--- config.mk ---
export PLATFORM = sky130hd
export DESIGN_NAME = nmea_rmc_gga_line_parser
export DESIGN_NICKNAME = d
export VERILOG_FILES = /design/src/hw/rtl/rmcgga_pkg.sv /design/src/hw/rtl/rmcgga_front.sv /design/src/hw/rtl/rmcgga_fifo.sv /design/src/hw/rtl/rmcgga_back.sv /design/src/hw/rtl/nmea_rmc_gga_line_parser.sv
export SDC_FILE = /design/constraint.sdc
export NUM_CORES = 2
export LEC_CHECK = 0
export ABC_AREA = 1
export BUFFER_PORTS_ARGS = -buffer_cell sky130_fd_sc_hd__buf_2
export CAP_MARGIN = 20
export CORE_ASPECT_RATIO = 2
export CORE_MARGIN = 3
export CORE_UTILIZATION = 67
export CTS_BUF_LIST = sky130_fd_sc_hd__clkbuf_4 sky130_fd_sc_hd__clkbuf_8
export CTS_CLUSTER_SIZE = 25
export DETAILED_ROUTE_END_ITERATION = 16
export PLACE_DENSITY = 0.84
export SYNTH_ARGS = -nofsm -noshare
export SYNTH_HDL_FRONTEND = slang
export SYNTH_SLANG_ARGS = --single-unit
export TNS_END_PERCENT = 5
--- constraint.sdc ---
create_clock -name clk -period 20.1 [get_ports clk]
set_input_delay 3.015 -clock clk [delete_from_list [all_inputs] [get_ports clk]]
set_output_delay 3.015 -clock clk [all_outputs]
set_load 0.005 [all_outputs]
--- src/hw/rtl/rmcgga_pkg.sv ---
// ----------------------------------------------------------------------------
// rmcgga_pkg
// Shared types, character codes and fixed-point constants of the RMC/GGA
// line parser.
// ----------------------------------------------------------------------------
`default_nettype none

package rmcgga_pkg;

  // Field length limits
  localparam int unsigned COORD_FIELD_CHARS      = 15;
  localparam int unsigned SATS_FIELD_CHARS       = 7;
  localparam int unsigned HDOP_FIELD_CHARS       = 15;
  localparam int unsigned MINUTE_FRACTION_DIGITS = 5;
  localparam int unsigned COMMA_MAX              = 15;
  localparam int unsigned CIF_MAX                = 31;

  function automatic longint unsigned pow10(input int unsigned n);
    longint unsigned v;
    v = 64'd1;
    for (int unsigned i = 0; i < n; i++) begin
      v = v * 64'd10;
    end
    return v;
  endfunction

  // Minutes are held in units of 10^-F minute; the running quotient holds
  // floor(minutes * 10^(7-F) / 60), i.e. the minute share in 1e-7 degree.
  localparam longint unsigned MIN_CAP   = 64'd999999999999;
  localparam longint unsigned MIN_SCALE = pow10(7 - MINUTE_FRACTION_DIGITS);
  localparam longint unsigned QCAP      = MIN_CAP * MIN_SCALE / 60;
  localparam longint unsigned RCAP      = MIN_CAP * MIN_SCALE % 60;
  localparam int unsigned     QW        = $clog2(QCAP + 64'd1);
  localparam int unsigned     QW4       = QW + 4;
  localparam int unsigned     MAGW      = QW + 1;
  localparam int unsigned     MW        = 40;
  localparam int unsigned     MW4       = MW + 4;
  localparam int unsigned     XW        = 27;

  localparam logic [QW-1:0] QCAP_V    = QW'(QCAP);
  localparam logic [5:0]    RCAP_V    = 6'(RCAP);
  localparam logic [MW-1:0] MIN_CAP_V = MW'(MIN_CAP);
  localparam logic [MW-1:0] MIN_CAP10 = MW'(MIN_CAP / 10);

  // x / 60 as (x * RECIP_60) >> RECIP_SHIFT, exact for x below 2^XW
  localparam logic [27:0] RECIP_60    = 28'd143165577;
  localparam int unsigned RECIP_SHIFT = 33;
  localparam int unsigned PRODW       = XW + 28;

  localparam logic [30:0] LAT_CAP      = 31'd999999999;
  localparam logic [34:0] LON_CAP      = 35'd9999999999;
  localparam logic [13:0] HDOP_DEFAULT = 14'd999;
  localparam logic [13:0] HDOP_CAP     = 14'd9999;
  localparam logic [13:0] HDOP_CAP10   = 14'd999;

  // Character codes
  localparam logic [7:0] CH_DOLLAR = 8'h24;
  localparam logic [7:0] CH_COMMA  = 8'h2C;
  localparam logic [7:0] CH_DOT    = 8'h2E;
  localparam logic [7:0] CH_0      = 8'h30;
  localparam logic [7:0] CH_1      = 8'h31;
  localparam logic [7:0] CH_2      = 8'h32;
  localparam logic [7:0] CH_9      = 8'h39;
  localparam logic [7:0] CH_A      = 8'h41;
  localparam logic [7:0] CH_C      = 8'h43;
  localparam logic [7:0] CH_G      = 8'h47;
  localparam logic [7:0] CH_M      = 8'h4D;
  localparam logic [7:0] CH_R      = 8'h52;
  localparam logic [7:0] CH_S      = 8'h53;
  localparam logic [7:0] CH_W      = 8'h57;

  typedef enum logic [1:0] {
    KIND_NONE = 2'd0,
    KIND_RMC  = 2'd1,
    KIND_GGA  = 2'd2,
    KIND_PEND = 2'd3
  } kind_t;

  // One finished line, handed from the parser to the output stage
  typedef struct packed {
    kind_t          kind;
    logic           fix;
    logic           south;
    logic           west;
    logic [29:0]    lat_ds;
    logic [QW-1:0]  lat_q;
    logic [33:0]    lon_ds;
    logic [QW-1:0]  lon_q;
    logic [13:0]    hdop;
    logic [7:0]     sats;
  } rec_t;

  // Digit times a power of ten, j in 0..7
  function automatic logic [XW-1:0] digit_pow10(input logic [3:0] d, input logic [2:0] j);
    logic [XW-1:0] p;
    unique case (j)
      3'd0: p = XW'(1);
      3'd1: p = XW'(10);
      3'd2: p = XW'(100);
      3'd3: p = XW'(1000);
      3'd4: p = XW'(10000);
      3'd5: p = XW'(100000);
      3'd6: p = XW'(1000000);
      3'd7: p = XW'(10000000);
      default: p = XW'(0);
    endcase
    return XW'(XW'(d) * p);
  endfunction

endpackage

`default_nettype wire

--- src/hw/rtl/rmcgga_front.sv ---
// ----------------------------------------------------------------------------
// rmcgga_front
// Character parser: recognizes the sentence, counts commas and accumulates
// the fields; emits one record per line.
// ----------------------------------------------------------------------------
`default_nettype none

module rmcgga_front (
  input  logic              clk,
  input  logic              rst_n,
  input  logic              take,
  input  logic [7:0]        char_byte,
  input  logic              line_end,
  output logic              push,
  output rmcgga_pkg::rec_t  rec
);

  localparam int unsigned QW  = rmcgga_pkg::QW;
  localparam int unsigned QW4 = rmcgga_pkg::QW4;
  localparam int unsigned MW  = rmcgga_pkg::MW;
  localparam int unsigned MW4 = rmcgga_pkg::MW4;
  localparam int unsigned XW  = rmcgga_pkg::XW;
  localparam int unsigned F   = rmcgga_pkg::MINUTE_FRACTION_DIGITS;

  logic [2:0]          pos_r, pos_nxt;
  rmcgga_pkg::kind_t   kind_r, kind_nxt;
  logic [3:0]          comma_r, comma_nxt;
  logic [4:0]          cif_r, cif_nxt;
  logic [7:0]          status_r, status_nxt;
  logic [1:0]          hemi_r, hemi_nxt;
  logic [29:0]         lat_ds_r, lat_ds_nxt;
  logic [MW-1:0]       lat_min_r, lat_min_nxt;
  logic [QW-1:0]       lat_q_r, lat_q_nxt;
  logic [5:0]          lat_rem_r, lat_rem_nxt;
  logic [33:0]         lon_ds_r, lon_ds_nxt;
  logic [MW-1:0]       lon_min_r, lon_min_nxt;
  logic [QW-1:0]       lon_q_r, lon_q_nxt;
  logic [5:0]          lon_rem_r, lon_rem_nxt;
  logic [7:0]          sats_r, sats_nxt;
  logic [13:0]         hdop_r, hdop_nxt;
  logic                dps_r, dps_nxt;
  logic [2:0]          frac_r, frac_nxt;

  logic                dig, is_comma, first, kind12, is_lat, is_lon, coord_on, in_deg;
  logic                coord_dig_int, coord_dig_fr, hd_on, coords_ok;
  logic [3:0]          d, lat_c;
  logic [33:0]         ds_sel;
  logic [37:0]         ds_step;
  logic [MW-1:0]       min_sel, min_new;
  logic [QW-1:0]       q_sel, q_new;
  logic [5:0]          rem_sel, rem_new;
  logic [MW4-1:0]      min_int;
  logic [MW:0]         min_fr;
  logic [XW-1:0]       xv, rn_full;
  logic [rmcgga_pkg::PRODW-1:0] prod;
  logic [21:0]         qd;
  logic [QW4-1:0]      q_int;
  logic [QW:0]         q_fr;
  logic                clamp;
  logic [14:0]         hd_t;
  logic [2:0]          fr_j;
  rmcgga_pkg::kind_t   k_out;

  always_comb begin
    dig      = (char_byte >= rmcgga_pkg::CH_0) && (char_byte <= rmcgga_pkg::CH_9);
    d        = dig ? 4'(char_byte - rmcgga_pkg::CH_0) : 4'd0;
    is_comma = (char_byte == rmcgga_pkg::CH_COMMA);
    first    = (cif_r == 5'd0);

    // Sentence recognition on the first six characters
    kind_nxt = kind_r;
    priority if (pos_r == 3'd0) begin
      kind_nxt = (char_byte == rmcgga_pkg::CH_DOLLAR) ? rmcgga_pkg::KIND_PEND
                                                      : rmcgga_pkg::KIND_NONE;
    end else if (pos_r == 3'd3 && kind_r == rmcgga_pkg::KIND_PEND) begin
      kind_nxt = (char_byte == rmcgga_pkg::CH_R) ? rmcgga_pkg::KIND_RMC :
                 (char_byte == rmcgga_pkg::CH_G) ? rmcgga_pkg::KIND_GGA :
                                                   rmcgga_pkg::KIND_NONE;
    end else if (pos_r == 3'd4) begin
      if ((kind_r == rmcgga_pkg::KIND_RMC && char_byte != rmcgga_pkg::CH_M) ||
          (kind_r == rmcgga_pkg::KIND_GGA && char_byte != rmcgga_pkg::CH_G)) begin
        kind_nxt = rmcgga_pkg::KIND_NONE;
      end
    end else if (pos_r == 3'd5) begin
      if ((kind_r == rmcgga_pkg::KIND_RMC && char_byte != rmcgga_pkg::CH_C) ||
          (kind_r == rmcgga_pkg::KIND_GGA && char_byte != rmcgga_pkg::CH_A)) begin
        kind_nxt = rmcgga_pkg::KIND_NONE;
      end
    end else begin
      kind_nxt = kind_r;
    end
    pos_nxt = (pos_r < 3'd7) ? pos_r + 3'd1 : pos_r;

    kind12 = (kind_nxt == rmcgga_pkg::KIND_RMC) || (kind_nxt == rmcgga_pkg::KIND_GGA);
    lat_c  = (kind_nxt == rmcgga_pkg::KIND_RMC) ? 4'd3 : 4'd2;

    comma_nxt   = comma_r;
    cif_nxt     = cif_r;
    status_nxt  = status_r;
    hemi_nxt    = hemi_r;
    lat_ds_nxt  = lat_ds_r;
    lat_min_nxt = lat_min_r;
    lat_q_nxt   = lat_q_r;
    lat_rem_nxt = lat_rem_r;
    lon_ds_nxt  = lon_ds_r;
    lon_min_nxt = lon_min_r;
    lon_q_nxt   = lon_q_r;
    lon_rem_nxt = lon_rem_r;
    sats_nxt    = sats_r;
    hdop_nxt    = hdop_r;
    dps_nxt     = dps_r;
    frac_nxt    = frac_r;

    // Shared coordinate unit: only one coordinate field is open at a time
    is_lat   = !is_comma && kind12 && (comma_r == lat_c);
    is_lon   = !is_comma && kind12 && (comma_r == lat_c + 4'd2);
    coord_on = (is_lat || is_lon) && (cif_r < 5'(rmcgga_pkg::COORD_FIELD_CHARS));
    in_deg   = cif_r < (is_lon ? 5'd3 : 5'd2);
    ds_sel   = is_lon ? lon_ds_r : {4'd0, lat_ds_r};
    min_sel  = is_lon ? lon_min_r : lat_min_r;
    q_sel    = is_lon ? lon_q_r : lat_q_r;
    rem_sel  = is_lon ? lon_rem_r : lat_rem_r;

    ds_step = ({4'd0, ds_sel} << 3) + ({4'd0, ds_sel} << 1)
            + 38'(rmcgga_pkg::digit_pow10(d, 3'd7));

    coord_dig_int = coord_on && !in_deg && dig && !dps_r;
    coord_dig_fr  = coord_on && !in_deg && dig && dps_r && (frac_r < 3'(F));
    fr_j          = 3'(F - 1) - frac_r;

    min_int = (MW4'(min_sel) << 3) + (MW4'(min_sel) << 1)
            + MW4'(rmcgga_pkg::digit_pow10(d, 3'(F)));
    min_fr  = {1'b0, min_sel} + (MW + 1)'(rmcgga_pkg::digit_pow10(d, fr_j));

    // Running quotient and remainder of minutes * 10^(7-F) by 60
    xv = coord_dig_int
       ? XW'((XW'(rem_sel) << 3) + (XW'(rem_sel) << 1) + rmcgga_pkg::digit_pow10(d, 3'd7))
       : XW'(XW'(rem_sel) + rmcgga_pkg::digit_pow10(d, 3'd6 - frac_r));
    prod    = rmcgga_pkg::PRODW'(xv) * rmcgga_pkg::PRODW'(rmcgga_pkg::RECIP_60);
    qd      = prod[rmcgga_pkg::RECIP_SHIFT +: 22];
    rn_full = xv - (XW'(qd) << 6) + (XW'(qd) << 2);
    q_int   = (QW4'(q_sel) << 3) + (QW4'(q_sel) << 1) + QW4'(qd);
    q_fr    = {1'b0, q_sel} + (QW + 1)'(qd);

    clamp   = 1'b0;
    min_new = min_sel;
    q_new   = q_sel;
    rem_new = rem_sel;
    if (coord_dig_int) begin
      if (min_sel > rmcgga_pkg::MIN_CAP10 || min_int > MW4'(rmcgga_pkg::MIN_CAP_V)) begin
        clamp = 1'b1;
      end else begin
        min_new = MW'(min_int);
        q_new   = QW'(q_int);
        rem_new = 6'(rn_full);
      end
    end else if (coord_dig_fr) begin
      if (min_fr > (MW + 1)'(rmcgga_pkg::MIN_CAP_V)) begin
        clamp = 1'b1;
      end else begin
        min_new = MW'(min_fr);
        q_new   = QW'(q_fr);
        rem_new = 6'(rn_full);
      end
    end
    if (clamp) begin
      min_new = rmcgga_pkg::MIN_CAP_V;
      q_new   = rmcgga_pkg::QCAP_V;
      rem_new = rmcgga_pkg::RCAP_V;
    end

    // HDOP in tenths
    hd_on = !is_comma && (kind_nxt == rmcgga_pkg::KIND_GGA) && (comma_r == 4'd8) &&
            (cif_r < 5'(rmcgga_pkg::HDOP_FIELD_CHARS));
    hd_t  = {1'b0, hdop_r};
    if (!dps_r) begin
      hd_t = (hdop_r > rmcgga_pkg::HDOP_CAP10) ? {1'b0, rmcgga_pkg::HDOP_CAP}
           : ({1'b0, hdop_r} << 3) + ({1'b0, hdop_r} << 1) + 15'(d) * 15'd10;
    end else begin
      hd_t = {1'b0, hdop_r} + 15'(d);
    end
    if (hd_t > {1'b0, rmcgga_pkg::HDOP_CAP}) begin
      hd_t = {1'b0, rmcgga_pkg::HDOP_CAP};
    end

    if (is_comma) begin
      if (comma_r < 4'(rmcgga_pkg::COMMA_MAX)) begin
        comma_nxt = comma_r + 4'd1;
        cif_nxt   = 5'd0;
        dps_nxt   = 1'b0;
        frac_nxt  = 3'd0;
        if (comma_nxt == 4'd6 && kind_nxt == rmcgga_pkg::KIND_GGA) begin
          status_nxt = 8'd0;
        end
      end
    end else begin
      if (comma_r == 4'd2 && first) begin
        status_nxt = char_byte;
      end
      if (kind_nxt == rmcgga_pkg::KIND_GGA && comma_r == 4'd6 && first) begin
        status_nxt = char_byte;
      end
      if (kind12 && first && comma_r == lat_c + 4'd1 && char_byte == rmcgga_pkg::CH_S) begin
        hemi_nxt[0] = 1'b1;
      end
      if (kind12 && first && comma_r == lat_c + 4'd3 && char_byte == rmcgga_pkg::CH_W) begin
        hemi_nxt[1] = 1'b1;
      end
      if (coord_on) begin
        if (in_deg) begin
          if (dig) begin
            if (is_lon) lon_ds_nxt = 34'(ds_step);
            else        lat_ds_nxt = 30'(ds_step);
          end
        end else if (char_byte == rmcgga_pkg::CH_DOT) begin
          dps_nxt = 1'b1;
        end else begin
          if (coord_dig_fr) frac_nxt = frac_r + 3'd1;
          if (is_lon) begin
            lon_min_nxt = min_new;
            lon_q_nxt   = q_new;
            lon_rem_nxt = rem_new;
          end else begin
            lat_min_nxt = min_new;
            lat_q_nxt   = q_new;
            lat_rem_nxt = rem_new;
          end
        end
      end
      if (kind_nxt == rmcgga_pkg::KIND_GGA && comma_r == 4'd7 && dig &&
          cif_r < 5'(rmcgga_pkg::SATS_FIELD_CHARS)) begin
        sats_nxt = 8'(({1'b0, sats_r} << 3) + ({1'b0, sats_r} << 1) + 9'(d));
      end
      if (hd_on) begin
        if (char_byte == rmcgga_pkg::CH_DOT) begin
          dps_nxt = 1'b1;
        end else if (dig) begin
          if (!dps_r || frac_r == 3'd0) begin
            hdop_nxt = 14'(hd_t);
            if (dps_r) frac_nxt = 3'd1;
          end
        end
      end
      if (cif_r < 5'(rmcgga_pkg::CIF_MAX)) cif_nxt = cif_r + 5'd1;
    end

    // Line-end record, built from the updated state
    k_out     = (pos_r >= 3'd5 && kind12) ? kind_nxt : rmcgga_pkg::KIND_NONE;
    coords_ok = (k_out != rmcgga_pkg::KIND_NONE) && (comma_nxt >= lat_c + 4'd3);
    rec.kind  = k_out;
    rec.fix   = ((k_out == rmcgga_pkg::KIND_RMC) && comma_nxt >= 4'd2 &&
                 status_nxt == rmcgga_pkg::CH_A) ||
                ((k_out == rmcgga_pkg::KIND_GGA) && comma_nxt >= 4'd6 &&
                 (status_nxt == rmcgga_pkg::CH_1 || status_nxt == rmcgga_pkg::CH_2));
    rec.south  = coords_ok && hemi_nxt[0];
    rec.west   = coords_ok && hemi_nxt[1];
    rec.lat_ds = coords_ok ? lat_ds_nxt : 30'd0;
    rec.lat_q  = coords_ok ? lat_q_nxt : QW'(0);
    rec.lon_ds = coords_ok ? lon_ds_nxt : 34'd0;
    rec.lon_q  = coords_ok ? lon_q_nxt : QW'(0);
    rec.hdop   = (k_out == rmcgga_pkg::KIND_GGA && comma_nxt >= 4'd8) ? hdop_nxt
                                                                       : rmcgga_pkg::HDOP_DEFAULT;
    rec.sats   = (k_out == rmcgga_pkg::KIND_GGA) ? sats_nxt : 8'd0;
    push       = take && line_end;
  end

  always_ff @(posedge clk) begin
    if (!rst_n || (take && line_end)) begin
      pos_r     <= 3'd0;
      kind_r    <= rmcgga_pkg::KIND_NONE;
      comma_r   <= 4'd0;
      cif_r     <= 5'd0;
      status_r  <= 8'd0;
      hemi_r    <= 2'd0;
      lat_ds_r  <= 30'd0;
      lat_min_r <= MW'(0);
      lat_q_r   <= QW'(0);
      lat_rem_r <= 6'd0;
      lon_ds_r  <= 34'd0;
      lon_min_r <= MW'(0);
      lon_q_r   <= QW'(0);
      lon_rem_r <= 6'd0;
      sats_r    <= 8'd0;
      hdop_r    <= 14'd0;
      dps_r     <= 1'b0;
      frac_r    <= 3'd0;
    end else if (take) begin
      pos_r     <= pos_nxt;
      kind_r    <= kind_nxt;
      comma_r   <= comma_nxt;
      cif_r     <= cif_nxt;
      status_r  <= status_nxt;
      hemi_r    <= hemi_nxt;
      lat_ds_r  <= lat_ds_nxt;
      lat_min_r <= lat_min_nxt;
      lat_q_r   <= lat_q_nxt;
      lat_rem_r <= lat_rem_nxt;
      lon_ds_r  <= lon_ds_nxt;
      lon_min_r <= lon_min_nxt;
      lon_q_r   <= lon_q_nxt;
      lon_rem_r <= lon_rem_nxt;
      sats_r    <= sats_nxt;
      hdop_r    <= hdop_nxt;
      dps_r     <= dps_nxt;
      frac_r    <= frac_nxt;
    end
  end

endmodule

`default_nettype wire

--- src/hw/rtl/rmcgga_fifo.sv ---
// ----------------------------------------------------------------------------
// rmcgga_fifo
// Two-entry record queue between the parser and the output stage.
// ----------------------------------------------------------------------------
`default_nettype none

module rmcgga_fifo (
  input  logic              clk,
  input  logic              rst_n,
  input  logic              push,
  input  rmcgga_pkg::rec_t  wr_rec,
  input  logic              pop,
  output rmcgga_pkg::rec_t  rd_rec,
  output logic              not_empty,
  output logic              full
);

  rmcgga_pkg::rec_t  mem_r [2];
  logic              wr_ptr_r, rd_ptr_r;
  logic [1:0]        cnt_r;

  assign not_empty = (cnt_r != 2'd0);
  assign full      = (cnt_r == 2'd2);
  assign rd_rec    = mem_r[rd_ptr_r];

  always_ff @(posedge clk) begin
    if (push) begin
      mem_r[wr_ptr_r] <= wr_rec;
    end
  end

  always_ff @(posedge clk) begin
    if (!rst_n) begin
      wr_ptr_r <= 1'b0;
      rd_ptr_r <= 1'b0;
      cnt_r    <= 2'd0;
    end else begin
      if (push) wr_ptr_r <= ~wr_ptr_r;
      if (pop)  rd_ptr_r <= ~rd_ptr_r;
      cnt_r <= cnt_r + {1'b0, push} - {1'b0, pop};
    end
  end

endmodule

`default_nettype wire

--- src/hw/rtl/rmcgga_back.sv ---
// ----------------------------------------------------------------------------
// rmcgga_back
// Output stage: sums degrees and minutes, saturates, applies hemisphere sign
// and holds the result until taken.
// ----------------------------------------------------------------------------
`default_nettype none

module rmcgga_back (
  input  logic               clk,
  input  logic               rst_n,
  input  rmcgga_pkg::rec_t   rec,
  input  logic               rec_valid,
  output logic               pop,
  output logic               out_valid,
  input  logic               out_ready,
  output logic [1:0]         out_sentence_kind,
  output logic               out_has_fix,
  output logic signed [30:0] out_latitude,
  output logic signed [34:0] out_longitude,
  output logic [13:0]        out_hdop_tenths,
  output logic [7:0]         out_satellites
);

  localparam int unsigned MAGW = rmcgga_pkg::MAGW;

  logic              valid_r;
  logic [1:0]        kind_r;
  logic              fix_r;
  logic [30:0]       lat_r, lat_mag, lat_val;
  logic [34:0]       lon_r, lon_mag, lon_val;
  logic [13:0]       hdop_r;
  logic [7:0]        sats_r;
  logic [MAGW-1:0]   lat_sum, lon_sum;

  assign pop = rec_valid && (!valid_r || out_ready);

  always_comb begin
    lat_sum = MAGW'(rec.lat_ds) + MAGW'(rec.lat_q);
    lon_sum = MAGW'(rec.lon_ds) + MAGW'(rec.lon_q);
    lat_mag = (lat_sum > MAGW'(rmcgga_pkg::LAT_CAP)) ? rmcgga_pkg::LAT_CAP : 31'(lat_sum);
    lon_mag = (lon_sum > MAGW'(rmcgga_pkg::LON_CAP)) ? rmcgga_pkg::LON_CAP : 35'(lon_sum);
    lat_val = rec.south ? 31'd0 - lat_mag : lat_mag;
    lon_val = rec.west  ? 35'd0 - lon_mag : lon_mag;
  end

  always_ff @(posedge clk) begin
    if (!rst_n) begin
      valid_r <= 1'b0;
    end else if (pop) begin
      valid_r <= 1'b1;
    end else if (out_ready) begin
      valid_r <= 1'b0;
    end
  end

  always_ff @(posedge clk) begin
    if (pop) begin
      kind_r <= rec.kind;
      fix_r  <= rec.fix;
      lat_r  <= lat_val;
      lon_r  <= lon_val;
      hdop_r <= rec.hdop;
      sats_r <= rec.sats;
    end
  end

  assign out_valid         = valid_r;
  assign out_sentence_kind = kind_r;
  assign out_has_fix       = fix_r;
  assign out_latitude      = lat_r;
  assign out_longitude     = lon_r;
  assign out_hdop_tenths   = hdop_r;
  assign out_satellites    = sats_r;

endmodule

`default_nettype wire

--- src/hw/rtl/nmea_rmc_gga_line_parser.sv ---
// ----------------------------------------------------------------------------
// nmea_rmc_gga_line_parser
// NMEA 0183 RMC/GGA sentence parser, one character per cycle unless stalled.
// ----------------------------------------------------------------------------
// Usage:
//   Input channel (in_*): one character per transaction; in_line_end marks
//   the last character of a line. Up to one character is taken every cycle.
//   Output channel (out_*): one transaction per line, issued for the
//   character that carries in_line_end: sentence kind, fix flag, signed
//   coordinates in 1e-7 degree, HDOP in tenths and satellite count.
//   The record of the final character enters the queue at the accepting
//   edge and moves to the output register once that register is free
//   (empty, or its result taken by the receiver).
//   Throughput when nothing stalls: one character per cycle and one result
//   per cycle; the minute-to-degree division by 60 is carried along digit by
//   digit in the parser, so the output stage only adds, saturates and signs.
//   Stall: a stalled receiver holds the output register; the two-entry
//   record queue keeps absorbing finished lines, and in_ready drops only
//   while that queue is full.
//   Reset: synchronous, active low; clears all line state, empties the
//   queue and drops out_valid. No clearing pass is needed.
// ----------------------------------------------------------------------------
`default_nettype none

module nmea_rmc_gga_line_parser (
  input  logic               clk,
  input  logic               rst_n,
  input  logic               in_valid,
  output logic               in_ready,
  input  logic [7:0]         in_char_byte,
  input  logic               in_line_end,
  output logic               out_valid,
  input  logic               out_ready,
  output logic [1:0]         out_sentence_kind,
  output logic               out_has_fix,
  output logic signed [30:0] out_latitude,
  output logic signed [34:0] out_longitude,
  output logic [13:0]        out_hdop_tenths,
  output logic [7:0]         out_satellites
);

  rmcgga_pkg::rec_t  wr_rec, rd_rec;
  logic              take, push, pop, not_empty, full;

  // Accept a character whenever the queue has room for a line record
  assign in_ready = !full;
  assign take     = in_valid && in_ready;

  rmcgga_front u_front (
    .clk       (clk),
    .rst_n     (rst_n),
    .take      (take),
    .char_byte (in_char_byte),
    .line_end  (in_line_end),
    .push      (push),
    .rec       (wr_rec)
  );

  rmcgga_fifo u_fifo (
    .clk       (clk),
    .rst_n     (rst_n),
    .push      (push),
    .wr_rec    (wr_rec),
    .pop       (pop),
    .rd_rec    (rd_rec),
    .not_empty (not_empty),
    .full      (full)
  );

  rmcgga_back u_back (
    .clk               (clk),
    .rst_n             (rst_n),
    .rec               (rd_rec),
    .rec_valid         (not_empty),
    .pop               (pop),
    .out_valid         (out_valid),
    .out_ready         (out_ready),
    .out_sentence_kind (out_sentence_kind),
    .out_has_fix       (out_has_fix),
    .out_latitude      (out_latitude),
    .out_longitude     (out_longitude),
    .out_hdop_tenths   (out_hdop_tenths),
    .out_satellites    (out_satellites)
  );

endmodule

`default_nettype wire

Yosys cells after proc, flatten, opt, wreduce, memory -nomap -nowiden
Memory sizes are Yosys's and may differ from the RTL's. A register that Yosys moved wholly into a read port is not among the register bits.
Cells that the tools add are included.
W data, S select, Z words.
{"block": "totals", "regBits": 384, "word_cells": 317, "mem_count": 3, "output_inout_bits": 93, "mem_bits_rw": 346, "romBits": 336, "input_bits": 13}
{"block": "op_classes", "bitwise_logic": 6, "muxes": 114, "add_sub_neg": 34, "eq_ne": 35, "mul": 6, "n_reduce_logical": 70, "n_lt_le_gt_ge": 21}
{"name": "u_fifo.mem_r", "words": 2, "width": 173, "read_ports": 1, "rd_ports_with_merged_regs": 1, "write_ports": 1, "line_no": "rmcgga_fifo.sv:18", "source": "rmcgga_pkg::rec_t mem_r [2];"}
{"name": "(no name shown)", "words": 8, "width": 21, "read_ports": 1, "rd_ports_with_merged_regs": 0, "write_ports": 0, "line_no": "rmcgga_pkg.sv:96", "source": "unique case (j)"}
{"name": "(no name shown)", "words": 8, "width": 21, "read_ports": 1, "rd_ports_with_merged_regs": 0, "write_ports": 0, "line_no": "rmcgga_pkg.sv:96"}
{"op": "$mux W41", "count": 18}
{"op": "$mux W40", "count": 6}
{"op": "$mux W34", "count": 6}
{"op": "$mux W30", "count": 6}
{"op": "$mux W14", "count": 7}
{"op": "$add A41 B22 Y41", "count": 2}
{"op": "$mux W35", "count": 2}
{"op": "$mux W8", "count": 8}
{"op": "$mux W31", "count": 2}
{"op": "$mul A27 B28 Y55 const B", "count": 1}
{"op": "$mul A4 B27 Y27", "count": 2}
{"op": "$add A43 B41 Y44", "count": 1}
{"op": "$add A44 B27 Y44", "count": 1}
{"op": "$gt A44 B40 Y1 const B", "count": 1}
{"op": "$add A30 B41 Y42", "count": 1}
{"op": "$add A34 B41 Y42", "count": 1}
{"op": "$gt A42 B30 Y1 const B", "count": 1}
{"op": "$gt A42 B34 Y1 const B", "count": 1}
{"op": "$logic_and A1 B1 Y1", "count": 42}
{"op": "$add A40 B27 Y41", "count": 1}
{"op": "$add A41 B41 Y41", "count": 1}
{"op": "$gt A41 B40 Y1 const B", "count": 1}
{"op": "$eq A8 B6 Y1 const B", "count": 5}
{"op": "$eq A8 B7 Y1 const B", "count": 5}
{"op": "other kinds (69)", "count": 164}

Longest topological paths before layout
{"block": "depth", "ltp_word": 32, "ltp_mapped": 103, "depth_no_buf": 97}

Modules after synthesis
A second synthesis with hierarchy kept.
{"block": "hier_totals", "hier_cells": 9940, "area_unflattened_um2": 70961.8}
{"mod": "rmcgga_front", "seq_area_each_um2": 5765.5, "area_per_inst_um2": 46236.8, "instances": 1, "cells_each": 7321}
{"mod": "rmcgga_fifo", "seq_area_each_um2": 10490.1, "area_per_inst_um2": 12814.8, "instances": 1, "cells_each": 571}
{"mod": "rmcgga_back", "seq_area_each_um2": 2752.6, "area_per_inst_um2": 11896.4, "instances": 1, "cells_each": 2045}
{"mod": "nmea_rmc_gga_line_parser", "seq_area_each_um2": 0.0, "area_per_inst_um2": 13.8, "instances": 1, "cells_each": 3}

Worst setup path before layout
No wires, ideal clock.
{"block": "synth_path", "path_kind": "input -> register", "from": "in in_char_byte[4]", "to": "mem u_fifo.mem_r[0][131] (netlist name) (data pin)", "required_ns": 19.830, "arrival_ns": 16.852, "setup_slack_ns": 2.978, "setup_ns": 0.270, "n_path_buf": 7, "path_stages": 86, "path_cell_list": "nor4_1 inv_1 nor4_1 o31ai_1 nand2_1 nand3_1 nand2_1 inv_1 ha_1 inv_1 nand2_1 nand2_2 nor2_4 nand3_4 buf_6 buf_6 buf_6 buf_6 (+50 left out) o21ai_0 a21oi_1 o31ai_1 a21oi_1 inv_1 a21oi_1 o31ai_1 nand4_1 nand2_1 nand2_1 nand2_1 nand3_1 nand2_1 xor2_1 a21oi_1 nand3_1 nand2_1 nor2_1"}
{"element": "from (decl)", "line_no": "nmea_rmc_gga_line_parser.sv:30", "source": "input logic [7:0] in_char_byte,"}
{"element": "to (decl)", "line_no": "rmcgga_fifo.sv:18"}

==> impl_metrics.env <==
export IMPL_status="finished, final reports clean"
export IMPL_yosysSeqAreaShare_pct=28.6
export IMPL_yosysWarnings=0
export IMPL_dpl_cell_area_sq_mm=0.0682
export IMPL_route_met2_wl_microns=112000
export IMPL_arrival_ns=19.33
export IMPL_area_delta_synth_final_pct=6.28
export IMPL_setup_viol=0
export IMPL_top_layer="met4"
export IMPL_slowest_delay_ns=0.75
export IMPL_yosys_area_top_type="edfxtp_1"
export IMPL_wl_per_cell_microns=22.6
export IMPL_gp_congestion=1.05
export IMPL_fin_nets=9685
export IMPL_post_route_period_util_pct=93.6
export IMPL_power_leakage_nw=33.4
export IMPL_rsz0062_at_grt="false"
export IMPL_worstSetupPathType="input port to flop"
export IMPL_postRouteAntennaNets=0
export IMPL_dieArea_sq_mm=0.103
export IMPL_end_kind="flop"
export IMPL_start_util_pct=67.8
export IMPL_yosysUniqueCellTypes=77
export IMPL_ys_top_cells_by_count="nand2_1, inv_1, nor2_1"
export IMPL_max_slew_worst_pin_slew_ns=1.29
export IMPL_synth_top_area_share_pct=19.8
export IMPL_drive_gt1_share_pct=7.83
export IMPL_critPathSlowestCell="nor4_1"
export IMPL_finalCriticalPeriod_ns=18.81
export IMPL_cts_hold_buf=0
export IMPL_pre_cts_ws_ns=0.885
export IMPL_drv_cap=0
export IMPL_synth_nets=9648
export IMPL_n_fill_cell=7717
export IMPL_max_freq_mhz=53.2
export IMPL_utilization_pct=72.1
export IMPL_syn_cell_area_sq_mm=0.0664
export IMPL_viasPerCell=6.27
export IMPL_grt_ovfl_total=0
export IMPL_ys_top_cells_by_area="edfxtp_1, ha_1, nand2_1"
export IMPL_route_detailed_drc=0
export IMPL_dpl_hpwl_microns=180000
export IMPL_cts_sinks=731
export IMPL_required_ns=20.62
export IMPL_ys_ff_latch=731
export IMPL_hold_viol=0
export IMPL_io_buffer_count=105
export IMPL_slew_limit_headroom_pct=12.9
export IMPL_clock_latency_ns=0.86
export IMPL_die_h_microns=451
export IMPL_syn_avg_cell_area_sq_um=7.57
export IMPL_cp_startpoint="in_char_byte[4]"
export IMPL_via_count=64073
export IMPL_min_path_type="flop to flop"
export IMPL_track_usage_pct=43.6
export IMPL_num_io_pins=106
export IMPL_m1WireLength_microns=70000
export IMPL_stdcell_area_sq_mm=0.0706
export IMPL_grt_max_degree=131
export IMPL_worstRegToRegCells=78
export IMPL_finalSetupTns_ns=0
export IMPL_reg2reg_from="u_front.pos_r[0]"
export IMPL_p_per_area_mw_per_mm2=79.1
export IMPL_coreArea_sq_mm=0.0979
export IMPL_grt_pass1_wl_microns=350000
export IMPL_post_cts_buffers=0
export IMPL_antenna_found_initial=6
export IMPL_cts_max_path_buffers=3
export IMPL_peakVddDrop_mv=0.0774
export IMPL_cts_root_buf="clkbuf_8"
export IMPL_synth_most_common_cell="nand2_1"
export IMPL_skew_ns=0.0709
export IMPL_clkTransAtPathRegs_ns=0.07
export IMPL_ys_flop_type="edfxtp_1"
export IMPL_wl_met3_microns=18100
export IMPL_synth_edf_count=437
export IMPL_fin_ws_ns=1.29
export IMPL_ctsHtreeMaxLevel=3
export IMPL_die_w_microns=229
export IMPL_r2r_end="u_fifo.mem_r[1][137]"
export IMPL_cp_max_fo=12
export IMPL_crit_end="u_fifo.mem_r[1][137]"
export IMPL_placedCellCount=10014
export IMPL_rows=162
export IMPL_final_max_slew_violation_count=0
export IMPL_syn_instance_count=8768
export IMPL_cts_resized=0
export IMPL_synthArstFlopShare_pct=0
export IMPL_first_pass_iters=14
export IMPL_grt_pass1_vias=64837
export IMPL_wl_microns=230000
export IMPL_start_kind="input port"
export IMPL_path_common_cell="nand2_1"
export IMPL_r2r_setup_slack_ns=3.76
export IMPL_numCtsBuffers=97
export IMPL_layout_cells_non_filler=10212
export IMPL_drtIter0Drc=6340
export IMPL_cts_tree="done"
[metrics by stage]
stage                     total power [mW]  hold WS (ns)
final                                 5.58         0.474
after global routing                  5.86         0.511
after CTS                             5.52         0.472
after detailed placement              4.19         0.443
after global placement                4.12         0.425
after floorplan                       3.51         0.425
[power by group]
part / switching, mW / leakage, nW / internal (mW)
registers: 0.0929 / 6.17 / 1.81
clock network: 0.633 / 1.22 / 0.711
logic: 1.58 / 26.0 / 0.760
total: 2.30 / 33.4 / 3.28
[critical path: cells and delay by family]
kind | cells | cell delay, ns
compound gates | 16 | 3.43
xor+xnor | 2 | 0.66
fa+ha+maj | 13 | 5.18
buf+inv | 14 | 1.29
simple gates | 34 | 5.77
[area by class of cell]
cell class / instances / area, sq um / share of cell area [%]
clock buffers: 137 / 1720 / 2.44
well taps: 1312 / 1640 / 2.33
multi-input cells: 6357 / 41000 / 58.1
diodes: 10 / 25.0 / 0.0355
clock inverters: 47 / 608 / 0.862
repair buffers: 197 / 1220 / 1.72
inverters: 1421 / 5340 / 7.57
flip-flops and latches: 731 / 19000 / 26.9
[flip-flops by register name, summed over array words and instances (netlist names), 5 cells and up, named ones only]
name,flops
u_front.lat_min_r,40
u_back.out_latitude,31
u_front.lat_q_r,41
u_back.out_longitude,35
u_front.lon_rem_r,6
u_front.cif_r,5
u_back.out_satellites,8
u_back.out_hdop_tenths,14
u_front.lon_min_r,40
u_fifo.mem_r,346
u_front.lat_rem_r,6
u_front.hdop_r,14
u_front.lon_q_r,41
u_front.status_r,8
u_front.sats_r,8
u_front.lat_ds_r,30
u_front.lon_ds_r,34
[cell families (layout without fill, tap and decap cells)]
family                   count (synthesis)  after routing  synth area share, %
AND/OR/NAND/NOR                       3165           3165                 20.0
adder cells (fa/ha/maj)                867            867                 19.0
buffers and inverters                 1680           1802                 9.80
flip-flops                             731            731                 28.6
other                                    0             10                    0
XOR/XNOR                               348            348                 4.60
multiplexers                           179            179                 2.99
AO/OA/AOI/OAI                         1798           1798                 15.0
[layer usage]
| metal | vias up | track usage (%) |
|---|---|---|
| met5 | - | 0 |
| met4 | 0 | 46.1 |
| met3 | 1507 | 8.05 |
| met2 | 3829 | 76.9 |
| met1 | 29577 | 40.5 |
| li1 | 29160 | - |
[cells in the final DEF (no fill, tap or decap), types with 11 or more instances in the layout]
cell       Yosys  final
a211oi_1      42     41
a21o_1        14     14
a21oi_1      785    785
a31oi_1       37     37
buf_2         45    105
buf_4         19     88
bufinv_16      0     11
clkbuf_4       0     30
clkbuf_8       0    111
clkinv_1       9     16
clkinv_2       0     15
dfxtp_1      294    293
edfxtp_1     437    437
fa_1         235    235
ha_1         632    632
inv_1       1393   1390
inv_2         19     19
mux2_2       153    153
mux2i_1       26     26
nand2_1     1573   1571
nand2_2       20     21
nand3_1      384    384
nand3b_1      17     17
nand4_1      111    111
nor2_1       858    845
nor2_2        18     26
nor3_1        80     79
nor4_1        28     26
o211ai_1      45     45
o21a_1        18     18
o21ai_0      605    598
o21ai_1       67     72
o21ai_2       13     15
o21bai_1      48     48
o221ai_1      35     35
o31ai_1       21     21
or2_2         41     41
xnor2_1      111    111
xor2_1       236    236
[worst min path at each step]
stage / slack, ns / cells past startpoint / start / to
2_1_floorplan: 0.43 / 1 / u_fifo.rd_ptr_r / flop
3_3_place_gp: 0.42 / 1 / u_fifo.rd_ptr_r / flop
3_5_place_dp: 0.44 / 1 / u_fifo.rd_ptr_r / flop
4_1_cts: 0.47 / 1 / u_fifo.rd_ptr_r / u_fifo.rd_ptr_r
5_1_grt: 0.51 / 1 / u_fifo.rd_ptr_r / u_fifo.rd_ptr_r
6_report: 0.47 / 1 / u_fifo.rd_ptr_r / u_fifo.rd_ptr_r
Note: power is estimated with default switching activity, not from simulation.
